===== src/design/tscd_pkg.sv =====
`timescale 1ns / 1ps
// ----------------------------------------------------------------------------
// tscd_pkg
// Shared widths, calendar constants, reciprocal constants and result types
// for the timestamp to calendar date converter.
// ----------------------------------------------------------------------------
package tscd_pkg;

  // Field widths.
  localparam int unsigned SECS_W  = 38;
  localparam int unsigned YEAR_W  = 14;
  localparam int unsigned MONTH_W = 4;
  localparam int unsigned DAY_W   = 5;
  localparam int unsigned HOUR_W  = 5;
  localparam int unsigned MIN_W   = 6;
  localparam int unsigned SEC_W   = 6;
  localparam int unsigned SOD_W   = 17;

  // Last supported second: 9999-12-31 23:59:59.
  localparam logic [SECS_W-1:0] LAST_SECOND = 38'd253402300799;

  // Seconds per day is 675 * 2^7: the low seven bits pass straight into the
  // second of day and the rest is divided by 675.
  localparam int unsigned DAY_LOW_W = 7;
  localparam int unsigned DAY_ODD   = 675;
  localparam int unsigned T_W       = SECS_W - DAY_LOW_W;
  localparam int unsigned DAYS_W    = 22;
  localparam int unsigned RECIP675_W = 22;
  localparam logic [RECIP675_W-1:0] RECIP675 = 22'((64'd1 << T_W) / DAY_ODD);

  // Day counts of the Gregorian cycles.
  localparam int unsigned DAYS_0001_TO_1970 = 719162;
  localparam int unsigned DAYS_400Y = 146097;
  localparam int unsigned DAYS_100Y = 36524;
  localparam int unsigned DAYS_4Y   = 1461;
  localparam int unsigned DAYS_1Y   = 365;

  // Floor reciprocals; the shift equals the dividend width, so the estimate
  // is never high and at most one below the true quotient.
  localparam logic [4:0]  RECIP400  = 5'((64'd1 << DAYS_W) / DAYS_400Y);
  localparam logic [5:0]  RECIP1461 = 6'((64'd1 << 16) / DAYS_4Y);
  localparam int unsigned SECS_MIN  = 60;
  localparam logic [11:0] RECIP60   = 12'((64'd1 << SOD_W) / SECS_MIN);

  // Pipeline depths.
  localparam int unsigned FRONT_STAGES  = 4;
  localparam int unsigned DATE_LAT      = 11;
  localparam int unsigned TIME_CORE_LAT = 6;
  localparam int unsigned TIME_PAD      = DATE_LAT - TIME_CORE_LAT;
  localparam int unsigned PIPE_DEPTH    = FRONT_STAGES + DATE_LAT;

  // Time of day result.
  typedef struct packed {
    logic [HOUR_W-1:0] hour;
    logic [MIN_W-1:0]  minute;
    logic [SEC_W-1:0]  second;
    logic [SOD_W-1:0]  sod;
  } tscd_time_t;

  // Calendar date result.
  typedef struct packed {
    logic [YEAR_W-1:0]  year;
    logic [MONTH_W-1:0] month;
    logic [DAY_W-1:0]   day;
    logic               oor;
  } tscd_date_t;

  // Days in the year before the first day of month m.
  function automatic logic [8:0] tscd_dbm(input logic [3:0] m, input logic leap);
    logic [8:0] base;
    base = 9'd0;
    case (m)
      4'd1:    base = 9'd0;
      4'd2:    base = 9'd31;
      4'd3:    base = 9'd59;
      4'd4:    base = 9'd90;
      4'd5:    base = 9'd120;
      4'd6:    base = 9'd151;
      4'd7:    base = 9'd181;
      4'd8:    base = 9'd212;
      4'd9:    base = 9'd243;
      4'd10:   base = 9'd273;
      4'd11:   base = 9'd304;
      4'd12:   base = 9'd334;
      default: base = 9'd0;
    endcase
    if (m > 4'd2 && leap) begin
      base = base + 9'd1;
    end
    return base;
  endfunction

endpackage


===== src/design/tscd_in_if.sv =====
`timescale 1ns / 1ps
// ----------------------------------------------------------------------------
// tscd_in_if
// Input channel: one Unix timestamp per item, valid/ready handshake.
// ----------------------------------------------------------------------------
interface tscd_in_if;
  logic                        valid;
  logic                        ready;
  logic [tscd_pkg::SECS_W-1:0] unix_seconds;

  modport source (output valid, output unix_seconds, input ready);
  modport sink (input valid, input unix_seconds, output ready);
endinterface


===== src/design/tscd_out_if.sv =====
`timescale 1ns / 1ps
// ----------------------------------------------------------------------------
// tscd_out_if
// Result channel: one calendar date and time of day per item.
// ----------------------------------------------------------------------------
interface tscd_out_if;
  logic                         valid;
  logic                         ready;
  logic [tscd_pkg::YEAR_W-1:0]  year;
  logic [tscd_pkg::MONTH_W-1:0] month;
  logic [tscd_pkg::DAY_W-1:0]   day_of_month;
  logic [tscd_pkg::HOUR_W-1:0]  hour;
  logic [tscd_pkg::MIN_W-1:0]   minute;
  logic [tscd_pkg::SEC_W-1:0]   second;
  logic [tscd_pkg::SOD_W-1:0]   second_of_day;
  logic                         out_of_range;

  modport source (output valid, output year, output month, output day_of_month,
                  output hour, output minute, output second, output second_of_day,
                  output out_of_range, input ready);
  modport sink (input valid, input year, input month, input day_of_month,
                input hour, input minute, input second, input second_of_day,
                input out_of_range, output ready);
endinterface


===== src/design/tscd_time.sv =====
`timescale 1ns / 1ps
// ----------------------------------------------------------------------------
// tscd_time
// Splits the second of day into hour, minute and second through two
// reciprocal divisions by 60, then delays the result to match the date path.
// ----------------------------------------------------------------------------
module tscd_time (
  input  logic                        clk,
  input  logic                        adv,
  input  logic [tscd_pkg::SOD_W-1:0]  sod,
  output tscd_pkg::tscd_time_t        tm
);
  import tscd_pkg::*;

  logic [28:0]      p1_nxt, p1_r;
  logic [SOD_W-1:0] sod1_r, sod2_r, sod3_r, sod4_r, sod5_r;
  logic [11:0]      m0_w;
  logic [10:0]      min2_nxt, min2_r;
  logic [6:0]       s2_nxt, s2_r;
  logic [10:0]      min3_nxt, min3_r, min4_r;
  logic [SEC_W-1:0] sec3_nxt, sec3_r, sec4_r, sec5_r;
  logic [22:0]      p4_nxt, p4_r;
  logic [5:0]       h0_w;
  logic [HOUR_W-1:0] hr5_nxt, hr5_r;
  logic [6:0]       mi5_nxt, mi5_r;
  tscd_time_t       tm6_nxt, tm6_r;
  tscd_time_t       pad_r [TIME_PAD];

  always_comb begin
    // Minutes of day: estimate, then remainder.
    p1_nxt   = 29'(sod) * 29'(RECIP60);
    m0_w     = p1_r[28:17];
    min2_nxt = 11'(m0_w);
    s2_nxt   = 7'(sod1_r - 17'(m0_w) * 17'(SECS_MIN));
    // Correct the minute estimate by one where needed.
    if (s2_r >= 7'(SECS_MIN)) begin
      min3_nxt = min2_r + 11'd1;
      sec3_nxt = 6'(s2_r - 7'(SECS_MIN));
    end else begin
      min3_nxt = min2_r;
      sec3_nxt = 6'(s2_r);
    end
    // Hours: same scheme on the minute count.
    p4_nxt  = 23'(min3_r) * 23'(RECIP60);
    h0_w    = p4_r[22:17];
    hr5_nxt = 5'(h0_w);
    mi5_nxt = 7'(min4_r - 11'(h0_w) * 11'(SECS_MIN));
    tm6_nxt.sod    = sod5_r;
    tm6_nxt.second = sec5_r;
    if (mi5_r >= 7'(SECS_MIN)) begin
      tm6_nxt.hour   = hr5_r + 5'd1;
      tm6_nxt.minute = 6'(mi5_r - 7'(SECS_MIN));
    end else begin
      tm6_nxt.hour   = hr5_r;
      tm6_nxt.minute = 6'(mi5_r);
    end
  end

  always_ff @(posedge clk) begin
    if (adv) begin
      p1_r   <= p1_nxt;
      sod1_r <= sod;
      min2_r <= min2_nxt;
      s2_r   <= s2_nxt;
      sod2_r <= sod1_r;
      min3_r <= min3_nxt;
      sec3_r <= sec3_nxt;
      sod3_r <= sod2_r;
      p4_r   <= p4_nxt;
      min4_r <= min3_r;
      sec4_r <= sec3_r;
      sod4_r <= sod3_r;
      hr5_r  <= hr5_nxt;
      mi5_r  <= mi5_nxt;
      sec5_r <= sec4_r;
      sod5_r <= sod4_r;
      tm6_r  <= tm6_nxt;
      // Delay line that lines the time up with the date.
      pad_r[0] <= tm6_r;
      for (int i = 1; i < TIME_PAD; i++) begin
        pad_r[i] <= pad_r[i-1];
      end
    end
  end

  assign tm = pad_r[TIME_PAD-1];

endmodule


===== src/design/tscd_date.sv =====
`timescale 1ns / 1ps
// ----------------------------------------------------------------------------
// tscd_date
// Turns a day count since 1970-01-01 into year, month and day by peeling off
// 400, 100, 4 and 1 year cycles, then inverting the month table.
// ----------------------------------------------------------------------------
module tscd_date (
  input  logic                        clk,
  input  logic                        adv,
  input  logic [tscd_pkg::DAYS_W-1:0] days,
  input  logic                        oor,
  output tscd_pkg::tscd_date_t        dt
);
  import tscd_pkg::*;

  logic [DAYS_W-1:0] n1_nxt, n1_r, n2_r;
  logic [26:0]       p2_nxt, p2_r;
  logic [4:0]        q0_w, q3_r;
  logic [18:0]       r3_nxt, r3_r;
  logic [4:0]        q400_4_nxt, q400_4_r, q400_5_r, q400_6_r, q400_7_r, q400_8_r;
  logic [17:0]       r400_4_nxt, r400_4_r;
  logic [1:0]        q100_5_nxt, q100_5_r, q100_6_r, q100_7_r, q100_8_r;
  logic [15:0]       r100_5_nxt, r100_5_r, r100_6_r;
  logic [21:0]       p6_nxt, p6_r;
  logic [5:0]        q4a_w, q4a7_r;
  logic [11:0]       r7_nxt, r7_r;
  logic [4:0]        q4_8_nxt, q4_8_r;
  logic [10:0]       r4_8_nxt, r4_8_r;
  logic [1:0]        q1_w;
  logic [8:0]        r1_9_nxt, r1_9_r, r1_10_r;
  logic [YEAR_W-1:0] year9_nxt, year9_r, year10_r;
  logic              leap9_nxt, leap9_r, leap10_r;
  logic [MONTH_W-1:0] month10_nxt, month10_r;
  logic [9:0]        oor_r;
  tscd_date_t        dt11_nxt, dt11_r;

  always_comb begin
    // Day count since 0001-01-01.
    n1_nxt = days + 22'(DAYS_0001_TO_1970);
    // 400 year cycles: reciprocal estimate, remainder, correction.
    p2_nxt = 27'(n1_r) * 27'(RECIP400);
    q0_w   = p2_r[26:22];
    r3_nxt = 19'(n2_r - 22'(q0_w) * 22'(DAYS_400Y));
    if (r3_r >= 19'(DAYS_400Y)) begin
      q400_4_nxt = q3_r + 5'd1;
      r400_4_nxt = 18'(r3_r - 19'(DAYS_400Y));
    end else begin
      q400_4_nxt = q3_r;
      r400_4_nxt = 18'(r3_r);
    end
    // 100 year cycles: at most three, so the last day of a 400 year cycle
    // stays in the fourth century.
    q100_5_nxt = 2'(r400_4_r >= 18'(DAYS_100Y)) + 2'(r400_4_r >= 18'(2 * DAYS_100Y))
               + 2'(r400_4_r >= 18'(3 * DAYS_100Y));
    r100_5_nxt = 16'(r400_4_r - 18'(q100_5_nxt) * 18'(DAYS_100Y));
    // 4 year cycles.
    p6_nxt = 22'(r100_5_r) * 22'(RECIP1461);
    q4a_w  = p6_r[21:16];
    r7_nxt = 12'(r100_6_r - 16'(q4a_w) * 16'(DAYS_4Y));
    if (r7_r >= 12'(DAYS_4Y)) begin
      q4_8_nxt = 5'(q4a7_r + 6'd1);
      r4_8_nxt = 11'(r7_r - 12'(DAYS_4Y));
    end else begin
      q4_8_nxt = 5'(q4a7_r);
      r4_8_nxt = 11'(r7_r);
    end
    // Single years, clamped at three so that 31 December of a leap year
    // stays in that year; then the year number and its leap flag.
    q1_w = 2'(r4_8_r >= 11'(DAYS_1Y)) + 2'(r4_8_r >= 11'(2 * DAYS_1Y))
         + 2'(r4_8_r >= 11'(3 * DAYS_1Y));
    r1_9_nxt  = 9'(r4_8_r - 11'(q1_w) * 11'(DAYS_1Y));
    year9_nxt = 14'(q400_8_r) * 14'd400 + 14'(q100_8_r) * 14'd100
              + 14'(q4_8_r) * 14'd4 + 14'(q1_w) + 14'd1;
    leap9_nxt = (q1_w == 2'd3) && ((q4_8_r != 5'd24) || (q100_8_r == 2'd3));
    // Month: count month starts at or before the day of year.
    month10_nxt = 4'd1;
    for (int m = 2; m <= 12; m++) begin
      if (tscd_dbm(4'(m), leap9_r) <= r1_9_r) begin
        month10_nxt = month10_nxt + 4'd1;
      end
    end
    // Day of month, with the date zeroed beyond the supported range.
    dt11_nxt.oor = oor_r[9];
    if (oor_r[9]) begin
      dt11_nxt.year  = '0;
      dt11_nxt.month = '0;
      dt11_nxt.day   = '0;
    end else begin
      dt11_nxt.year  = year10_r;
      dt11_nxt.month = month10_r;
      dt11_nxt.day   = 5'(r1_10_r - tscd_dbm(month10_r, leap10_r) + 9'd1);
    end
  end

  always_ff @(posedge clk) begin
    if (adv) begin
      oor_r     <= {oor_r[8:0], oor};
      n1_r      <= n1_nxt;
      p2_r      <= p2_nxt;
      n2_r      <= n1_r;
      q3_r      <= q0_w;
      r3_r      <= r3_nxt;
      q400_4_r  <= q400_4_nxt;
      r400_4_r  <= r400_4_nxt;
      q400_5_r  <= q400_4_r;
      q100_5_r  <= q100_5_nxt;
      r100_5_r  <= r100_5_nxt;
      p6_r      <= p6_nxt;
      r100_6_r  <= r100_5_r;
      q400_6_r  <= q400_5_r;
      q100_6_r  <= q100_5_r;
      q4a7_r    <= q4a_w;
      r7_r      <= r7_nxt;
      q400_7_r  <= q400_6_r;
      q100_7_r  <= q100_6_r;
      q4_8_r    <= q4_8_nxt;
      r4_8_r    <= r4_8_nxt;
      q400_8_r  <= q400_7_r;
      q100_8_r  <= q100_7_r;
      r1_9_r    <= r1_9_nxt;
      year9_r   <= year9_nxt;
      leap9_r   <= leap9_nxt;
      month10_r <= month10_nxt;
      r1_10_r   <= r1_9_r;
      year10_r  <= year9_r;
      leap10_r  <= leap9_r;
      dt11_r    <= dt11_nxt;
    end
  end

  assign dt = dt11_r;

endmodule


===== src/design/timestamp_to_calendar_date.sv =====
`timescale 1ns / 1ps
// ----------------------------------------------------------------------------
// timestamp_to_calendar_date
// Converts a Unix timestamp in seconds into Gregorian date and time of day.
// ----------------------------------------------------------------------------
// Throughput: one item per cycle; every stage is a register of a single
// pipeline that advances whenever the output register is free or taken.
// A stalled output holds the whole pipeline, so nothing is lost or repeated.
// Reset clears the valid bits only; data registers are not reset.
module timestamp_to_calendar_date (
  input  logic        clk,
  input  logic        rst_n,
  tscd_in_if.sink     in_ch,
  tscd_out_if.source  out_ch
);
  import tscd_pkg::*;

  logic                  adv;
  logic [PIPE_DEPTH-1:0] vld_r;

  logic [T_W-1:0]       t1_r, t2_r;
  logic [DAY_LOW_W-1:0] lo1_r, lo2_r, lo3_r;
  logic                 oor1_nxt, oor1_r, oor2_r, oor3_r, oor4_r;
  logic [52:0]          prod2_nxt, prod2_r;
  logic [DAYS_W-1:0]    qd0_w, qd3_r;
  logic [10:0]          rem3_nxt, rem3_r;
  logic [DAYS_W-1:0]    days4_nxt, days4_r;
  logic [9:0]           rday_w;
  logic [SOD_W-1:0]     sod4_nxt, sod4_r;

  tscd_time_t tm;
  tscd_date_t dt;

  // The pipeline moves when the output register is empty or being taken.
  assign adv         = out_ch.ready || !vld_r[PIPE_DEPTH-1];
  assign in_ch.ready = adv;

  always_ff @(posedge clk) begin
    if (!rst_n) begin
      vld_r <= '0;
    end else if (adv) begin
      vld_r <= {vld_r[PIPE_DEPTH-2:0], in_ch.valid};
    end
  end

  // Day split: seconds / 86400 as (seconds >> 7) / 675.
  always_comb begin
    oor1_nxt  = in_ch.unix_seconds > LAST_SECOND;
    prod2_nxt = 53'(t1_r) * 53'(RECIP675);
    qd0_w     = prod2_r[52:31];
    rem3_nxt  = 11'(t2_r - 31'(qd0_w) * 31'(DAY_ODD));
    if (rem3_r >= 11'(DAY_ODD)) begin
      days4_nxt = qd3_r + 22'd1;
      rday_w    = 10'(rem3_r - 11'(DAY_ODD));
    end else begin
      days4_nxt = qd3_r;
      rday_w    = 10'(rem3_r);
    end
    sod4_nxt = {rday_w, lo3_r};
  end

  always_ff @(posedge clk) begin
    if (adv) begin
      t1_r    <= in_ch.unix_seconds[SECS_W-1:DAY_LOW_W];
      lo1_r   <= in_ch.unix_seconds[DAY_LOW_W-1:0];
      oor1_r  <= oor1_nxt;
      prod2_r <= prod2_nxt;
      t2_r    <= t1_r;
      lo2_r   <= lo1_r;
      oor2_r  <= oor1_r;
      qd3_r   <= qd0_w;
      rem3_r  <= rem3_nxt;
      lo3_r   <= lo2_r;
      oor3_r  <= oor2_r;
      days4_r <= days4_nxt;
      sod4_r  <= sod4_nxt;
      oor4_r  <= oor3_r;
    end
  end

  // Time of day and calendar date run side by side with equal latency.
  tscd_time u_time (
    .clk (clk),
    .adv (adv),
    .sod (sod4_r),
    .tm  (tm)
  );

  tscd_date u_date (
    .clk  (clk),
    .adv  (adv),
    .days (days4_r),
    .oor  (oor4_r),
    .dt   (dt)
  );

  // Result item.
  assign out_ch.valid         = vld_r[PIPE_DEPTH-1];
  assign out_ch.year          = dt.year;
  assign out_ch.month         = dt.month;
  assign out_ch.day_of_month  = dt.day;
  assign out_ch.out_of_range  = dt.oor;
  assign out_ch.hour          = tm.hour;
  assign out_ch.minute        = tm.minute;
  assign out_ch.second        = tm.second;
  assign out_ch.second_of_day = tm.sod;

endmodule


===== src/flat_wrapper.sv =====
// flat-port wrapper written by rule: the top's interface ports become plain ports
module timestamp_to_calendar_date_flat import tscd_pkg::*;
  (clk, rst_n, in_ch_valid, in_ch_unix_seconds, in_ch_ready, out_ch_valid, out_ch_year, out_ch_month, out_ch_day_of_month, out_ch_hour, out_ch_minute, out_ch_second, out_ch_second_of_day, out_ch_out_of_range, out_ch_ready);
  tscd_in_if in_ch_i ();
  tscd_out_if out_ch_i ();
  input  logic clk;
  input  logic rst_n;
  input wire logic [$bits(in_ch_i.valid)-1:0] in_ch_valid;
  input wire logic [$bits(in_ch_i.unix_seconds)-1:0] in_ch_unix_seconds;
  output wire logic [$bits(in_ch_i.ready)-1:0] in_ch_ready;
  output wire logic [$bits(out_ch_i.valid)-1:0] out_ch_valid;
  output wire logic [$bits(out_ch_i.year)-1:0] out_ch_year;
  output wire logic [$bits(out_ch_i.month)-1:0] out_ch_month;
  output wire logic [$bits(out_ch_i.day_of_month)-1:0] out_ch_day_of_month;
  output wire logic [$bits(out_ch_i.hour)-1:0] out_ch_hour;
  output wire logic [$bits(out_ch_i.minute)-1:0] out_ch_minute;
  output wire logic [$bits(out_ch_i.second)-1:0] out_ch_second;
  output wire logic [$bits(out_ch_i.second_of_day)-1:0] out_ch_second_of_day;
  output wire logic [$bits(out_ch_i.out_of_range)-1:0] out_ch_out_of_range;
  input wire logic [$bits(out_ch_i.ready)-1:0] out_ch_ready;
  assign in_ch_i.valid = in_ch_valid;
  assign in_ch_i.unix_seconds = in_ch_unix_seconds;
  assign in_ch_ready = in_ch_i.ready;
  assign out_ch_valid = out_ch_i.valid;
  assign out_ch_year = out_ch_i.year;
  assign out_ch_month = out_ch_i.month;
  assign out_ch_day_of_month = out_ch_i.day_of_month;
  assign out_ch_hour = out_ch_i.hour;
  assign out_ch_minute = out_ch_i.minute;
  assign out_ch_second = out_ch_i.second;
  assign out_ch_second_of_day = out_ch_i.second_of_day;
  assign out_ch_out_of_range = out_ch_i.out_of_range;
  assign out_ch_i.ready = out_ch_ready;
  timestamp_to_calendar_date u_core (.clk(clk), .rst_n(rst_n), .in_ch(in_ch_i), .out_ch(out_ch_i));
endmodule

===== config.mk =====
export PLATFORM = sky130hd
export DESIGN_NAME = timestamp_to_calendar_date_flat
export DESIGN_NICKNAME = d
export VERILOG_FILES = /design/src/design/tscd_pkg.sv /design/src/design/tscd_in_if.sv /design/src/design/tscd_out_if.sv /design/src/design/tscd_time.sv /design/src/design/tscd_date.sv /design/src/design/timestamp_to_calendar_date.sv /design/src/flat_wrapper.sv
export SDC_FILE = /design/constraint.sdc
export NUM_CORES = 2
export LEC_CHECK = 0
export ABC_AREA = 1
export BUFFER_PORTS_ARGS = -buffer_cell sky130_fd_sc_hd__buf_2
export CORE_MARGIN = 10
export CORE_UTILIZATION = 57
export CTS_CLUSTER_DIAMETER = 30
export DETAILED_ROUTE_END_ITERATION = 6
export PLACE_DENSITY = 0.85
export SYNTH_ARGS = -nofsm -noshare
export SYNTH_HDL_FRONTEND = slang
export SYNTH_SLANG_ARGS = --single-unit

===== constraint.sdc =====
create_clock -name clk -period 29.3 [get_ports clk]
set_input_delay 1.465 -clock clk [delete_from_list [all_inputs] [get_ports clk]]
set_output_delay 1.465 -clock clk [all_outputs]
set_load 0.05 [all_outputs]

### Yosys cells after proc, flatten, opt, wreduce, memory -nomap -nowiden

Memory sizes are Yosys's and may differ from the RTL's. A register that Yosys moved wholly into a read port is not among the register bits.
Index checks and enable logic that the tools add are counted.

* magnitude comparators: 24
* add/subtract/negate cells: 39
* $mul: 14
* reduce and logical (&&, ||, !) cells: 5
* equality and inequality tests: 3
* multiplexer cells: 36

Operator list (count)
* $mul 31x22->53 const B: 1
* $mux 4: 12
* $add 4x1->4 const B: 10
* $gt 38x38->1 const B: 1
* $ge 18x17->1 const B: 2
* $le 8x9->1: 4
* $mux 11: 3
* $le 9x9->1: 3
* $mul 17x9->26 const B: 1
* $add 5x1->5 const B: 5
* $mul 22x3->25 const B: 1
* $mux 5: 5
* $add 22x1->22 const B: 1
* $add 22x20->22 const B: 1
* $ge 11x10->1 const B: 2
* $mul 22x10->11 const B: 1
* $mux 22: 1
* $mul 11x9->20 const B: 1
* $mul 16x4->20 const B: 1
* $ge 19x18->1 const B: 1
* $mul 5x18->19 const B: 1
* $sub 19x19->19: 1
* $ge 18x16->1 const B: 1
* $le 7x9->1: 2
* 42 further kinds: 59

* memories kept: 2
* memory bits (read-only): 144
* register bits after elaboration: 742
* memory bits (writable): 170
* output and inout port bits: 60

Memory list
* u_core.u_time.pad_r: words 5, width 34, read ports 5, clocked after Yosys merged registers in 0, wr ports 5, RTL line tscd_time.sv:27 `tscd_time_t pad_r [TIME_PAD];`
* (no name shown): words 16, width 9, read ports 1, clocked after Yosys merged registers in 1, wr ports 0, RTL line tscd_pkg.sv:72 `case (m)`

### Depth between registers and ports, before layout

* word-level depth: 23
* mapped depth: 46
* gate-level depth less buffers: 46

### By module

A second synthesis with hierarchy kept.

* cell total of the unflattened synthesis: 4740
* area total of the unflattened synthesis: 52385.2 µm²

Modules (own cells, without submodules)
* tscd_date: area each 19114.6 µm², sequential area each 8207.9 µm², cells each 1863, times used 1
* timestamp_to_calendar_date: area each 18634.1 µm², sequential area each 5134.9 µm², cells each 1907, times used 1
* tscd_time: area each 14636.5 µm², sequential area each 10540.1 µm², cells each 970, times used 1

### Least setup slack after synthesis

Ideal clock, no wire load.

* kind: input to register
* start point: input out_ch_ready
* end point: register u_core.days4_r[0], enable pin
* arrival: 23.404 ns
* buffers on the path: 2
* slack: 4.423 ns
* library setup time: 1.473 ns
* cell stages on the path: 4
* cells stage by stage: nor2_1 > inv_1 > buf_4 > clkbuf_1

* longest elaborated chain between the ends: 1

RTL lines
* from (decl): RTL line flat_wrapper.sv:20 `input wire logic [$bits(out_ch_i.ready)-1:0] out_ch_ready;`
* $logic_or 1x1->1: RTL line timestamp_to_calendar_date.sv:35 `assign adv = out_ch.ready || !vld_r[PIPE_DEPTH-1];`
* via in_ch_ready: RTL line flat_wrapper.sv:10 `output wire logic [$bits(in_ch_i.ready)-1:0] in_ch_ready;`
* to (signal assigned): RTL line timestamp_to_calendar_date.sv:75 `days4_r <= days4_nxt;`
* to (decl): RTL line timestamp_to_calendar_date.sv:27 `logic [DAYS_W-1:0] days4_nxt, days4_r;`

The timed path passes the listed nets, and every way through them passes these cells.
A chain may end at the register's enable or synchronous reset.

==> run metrics <==
outcome=complete, no violations; drt initial violations=1844; Place WS=22.69 ns; Post-synth EDFFs=782; Startpoint Class=flop; largest net degree at the start of global routing=184; r2r setup slk=22.71 ns; Yosys reg bits=802; Clock Root Buffer=clkbuf_16; Async S/R FF share, synth=0%; pins over their slew limit=0; buffer levels on the longest clock path=3; Buffers on Ports=101; Post-Syn Area=50260 µm²; I/O Pins=102; TritonCTS clock tree=yes; H-tree levels=4; post-route ant nets=0; CP dominant cell by count=nand2_1; Pre-antenna DRT Iters=6; Syn Nets=5218; synthesis warning total=0; Hold Path Sink=u_core.u_time.sod3_r[8]$_DFFE_PN_; DRC errors left=0; Die ar.=100400 µm²; post-CTS setup buffer count=0; Max-Cap Viols=0; Rel. slew slack=19.62%; Syn-to-layout area delta=13.25%; WL final=90630 µm; Placeable Area=87160 µm²; clk sinks=802; CTS-repair resized insts=0; HP Class=flop to flop; Synth top area share=46.73%; grt total ovfl=0; final hold violation count=0; layout cells sized above 1=9.276%; RSZ-0062 raised after global routing=no; Worst-Skew Late Latency=0.74 ns; hpwl dp=64830 µm; # rows=108; Hold Startpoint=u_core.u_time.sod2_r[8]$_DFFE_PN_; vias in the first global route=31340; type of element capturing the critical path=flop; vias per std cell=5.233; GP Congestion=0.8987; Yosys top cell by area=edfxtp_1; cell area after layout=56910 µm²; Worst Skew=0.06484 ns; via count=29740; chip height=316.9 µm; Sum Neg Setup Slack=0 ns; Placement Cell Area=52010 µm²; Finished Layout Cells=5684; # placed instances=5426; CP max-delay cell=fa_1; cell with the most instances after synthesis=inv_1; fin crit share=22.50%; Die Wd=316.9 µm; worst endpoint data arrival time=7.21 ns; TritonCTS Buffers=141; cts hold-fix bufs=0; Clk pin slew, worst setup/hold paths=0.05 ns; synthesized area per cell=11.95 µm²; worst setup margin=22.71 ns; hold path cells=0; Most used DFF post-synth=edfxtp_1; Crit Reg-Reg Startpoint=u_core.u_date.leap9_r$_DFFE_PN_; worst slew pin tran=1.195 ns; Period minus WS final=6.593 ns; sequential fraction of the synthesis area=47.52%; first-pass GRT wire length=150300 µm; FF-to-FF path depth=43; GRT Total Usage=18.47%; Synth area leaders=edfxtp_1 (47%), ha_1 (17%), fa_1 (12%), inv_1 (6.4%), xor2_1 (3.2%); Netlist cell types=60; final setup fails=0; commonest cells in the netlist=inv_1 (863), edfxtp_1 (782), ha_1 (675), nand2_1 (378), fa_1 (297); WL/cell=15.94 µm; initial antenna violation count=0; Initial Utilization=57.66%; critical path's largest stage delay=0.64 ns; Final nets=5428; crit path max fanout=6; max frequency=0.1517 GHz; Critical Path RT=29.91 ns; crit path kind=flop to flop; Syn Inst Count=4204
[cell families (layout without fill, tap and decap cells)]
| group | count (synthesis) | count (layout) | synth area share [%] |
|---|---|---|---|
| adder cells (fa/ha/maj) | 972 | 972 | 28.64 |
| buffers and inverters | 920 | 1244 | 7.133 |
| AND/OR/NAND/NOR | 837 | 837 | 7.379 |
| flip-flops | 802 | 802 | 47.52 |
| AO/OA/AOI/OAI | 406 | 406 | 4.651 |
| XOR/XNOR | 262 | 262 | 4.566 |
| multiplexers | 5 | 5 | 0.1120 |
| other | 0 | 1 | 0 |
[per-layer routing]
metal | global-route usage [%] | wire length [µm] | up-vias
li1 | - | - | 14530
met1 | 20.92 | 35810 | 14340
met2 | 34.49 | 48470 | 679
met3 | 3.460 | 4031 | 191
met4 | 6.191 | 2325 | 0
met5 | 0 | 0 | -
[layout make-up]
class / instances / area [µm²]
Inverter: 875 / 3292
Multi-Input combinational cell: 2482 / 22790
Fill cell: 6068 / 30250
Tap cell: 1155 / 1445
Timing Repair Buffer: 112 / 600.6
Clock buffer: 154 / 3598
Sequential cell: 802 / 23880
Antenna cell: 1 / 2.502
Clock inverter: 103 / 1303
[stage by stage]
| step | hold slack [ns] | utilization (%) |
|---|---|---|
| floorplan | 0.4003 | - |
| global placement | 0.4004 | 59.67 |
| detailed placement | 0.4045 | 59.67 |
| CTS | 0.3782 | 65.29 |
| global route | 0.3878 | 65.29 |
| finish | 0.3746 | 65.30 |
[worst max-delay path: cells and delay by family, from the launching register on]
| family | cells | cell delay (ns) |
|---|---|---|
| compound gates | 3 | 0.50 |
| fa+ha+maj | 7 | 2.36 |
| simple gates | 26 | 2.58 |
| buf+inv | 7 | 0.57 |
| flops | 1 | 0.49 |
[sequential cells by signal, indices dropped and copies added (netlist names), 17 cells and up, named ones only]
| register | flops |
|---|---|
| u_core.u_time.sod3_r | 17 |
| u_core.u_time.sod2_r | 17 |
| u_core.sod4_r | 17 |
| u_core.t1_r | 31 |
| u_core.u_time.sod1_r | 17 |
| u_core.u_time.sod5_r | 17 |
| u_core.u_time.sod4_r | 17 |
| u_core.u_time.tm6_r | 32 |
| u_core.u_date.n2_r | 19 |
| u_core.u_date.dt | 24 |
| u_core.prod2_r | 26 |
| u_core.u_time.pad_r | 160 |
| u_core.u_date.r3_r | 19 |
| u_core.qd3_r | 22 |
| u_core.days4_r | 22 |
| u_core.u_date.n1_r | 22 |
| u_core.u_date.r400_4_r | 18 |
[layout by cell type, fill, tap and decap left out, drive strengths merged, types with 7 or more instances in the layout]
master and count:
o21a 9, or2 7, dfxtp 20, o31ai 9
xor2 184, ha 675, o21ai 95, nand2 403
nand4 39, inv 893, edfxtp 782, xnor2 78
nor4 8, bufinv 13, o21bai 18, clkinv 53
o211ai 12, nor3 30, a21oi 192, clkinvlp 19
fa 297, nor2 207, clkbuf 154, a31oi 21
nand3 127, buf 112, a21o 10
[worst max-delay path by stage]
| stage | start | end | slack, ns | depth (start not counted) |
|---|---|---|---|---|
| finish | u_core.u_date.leap9_r$_DFFE_PN_ | flop | 22.71 | 43 |
| global route | u_core.u_date.leap9_r$_DFFE_PN_ | flop | 22.02 | 43 |
| CTS | u_core.t1_r[7]$_DFFE_PN_ | u_core.prod2_r[46]$_DFFE_PN_ | 22.69 | 25 |
| detailed placement | u_core.t1_r[7]$_DFFE_PN_ | u_core.prod2_r[50]$_DFFE_PN_ | 22.69 | 24 |
| global placement | u_core.t1_r[8]$_DFFE_PN_ | u_core.prod2_r[50]$_DFFE_PN_ | 22.83 | 24 |
| floorplan | out_ch_ready | u_core.days4_r[0]$_DFFE_PN_ | 4.42 | 4 |
Power is not shown: default switching activity piles up to over one toggle a cycle in this logic, so the estimate is an artifact.
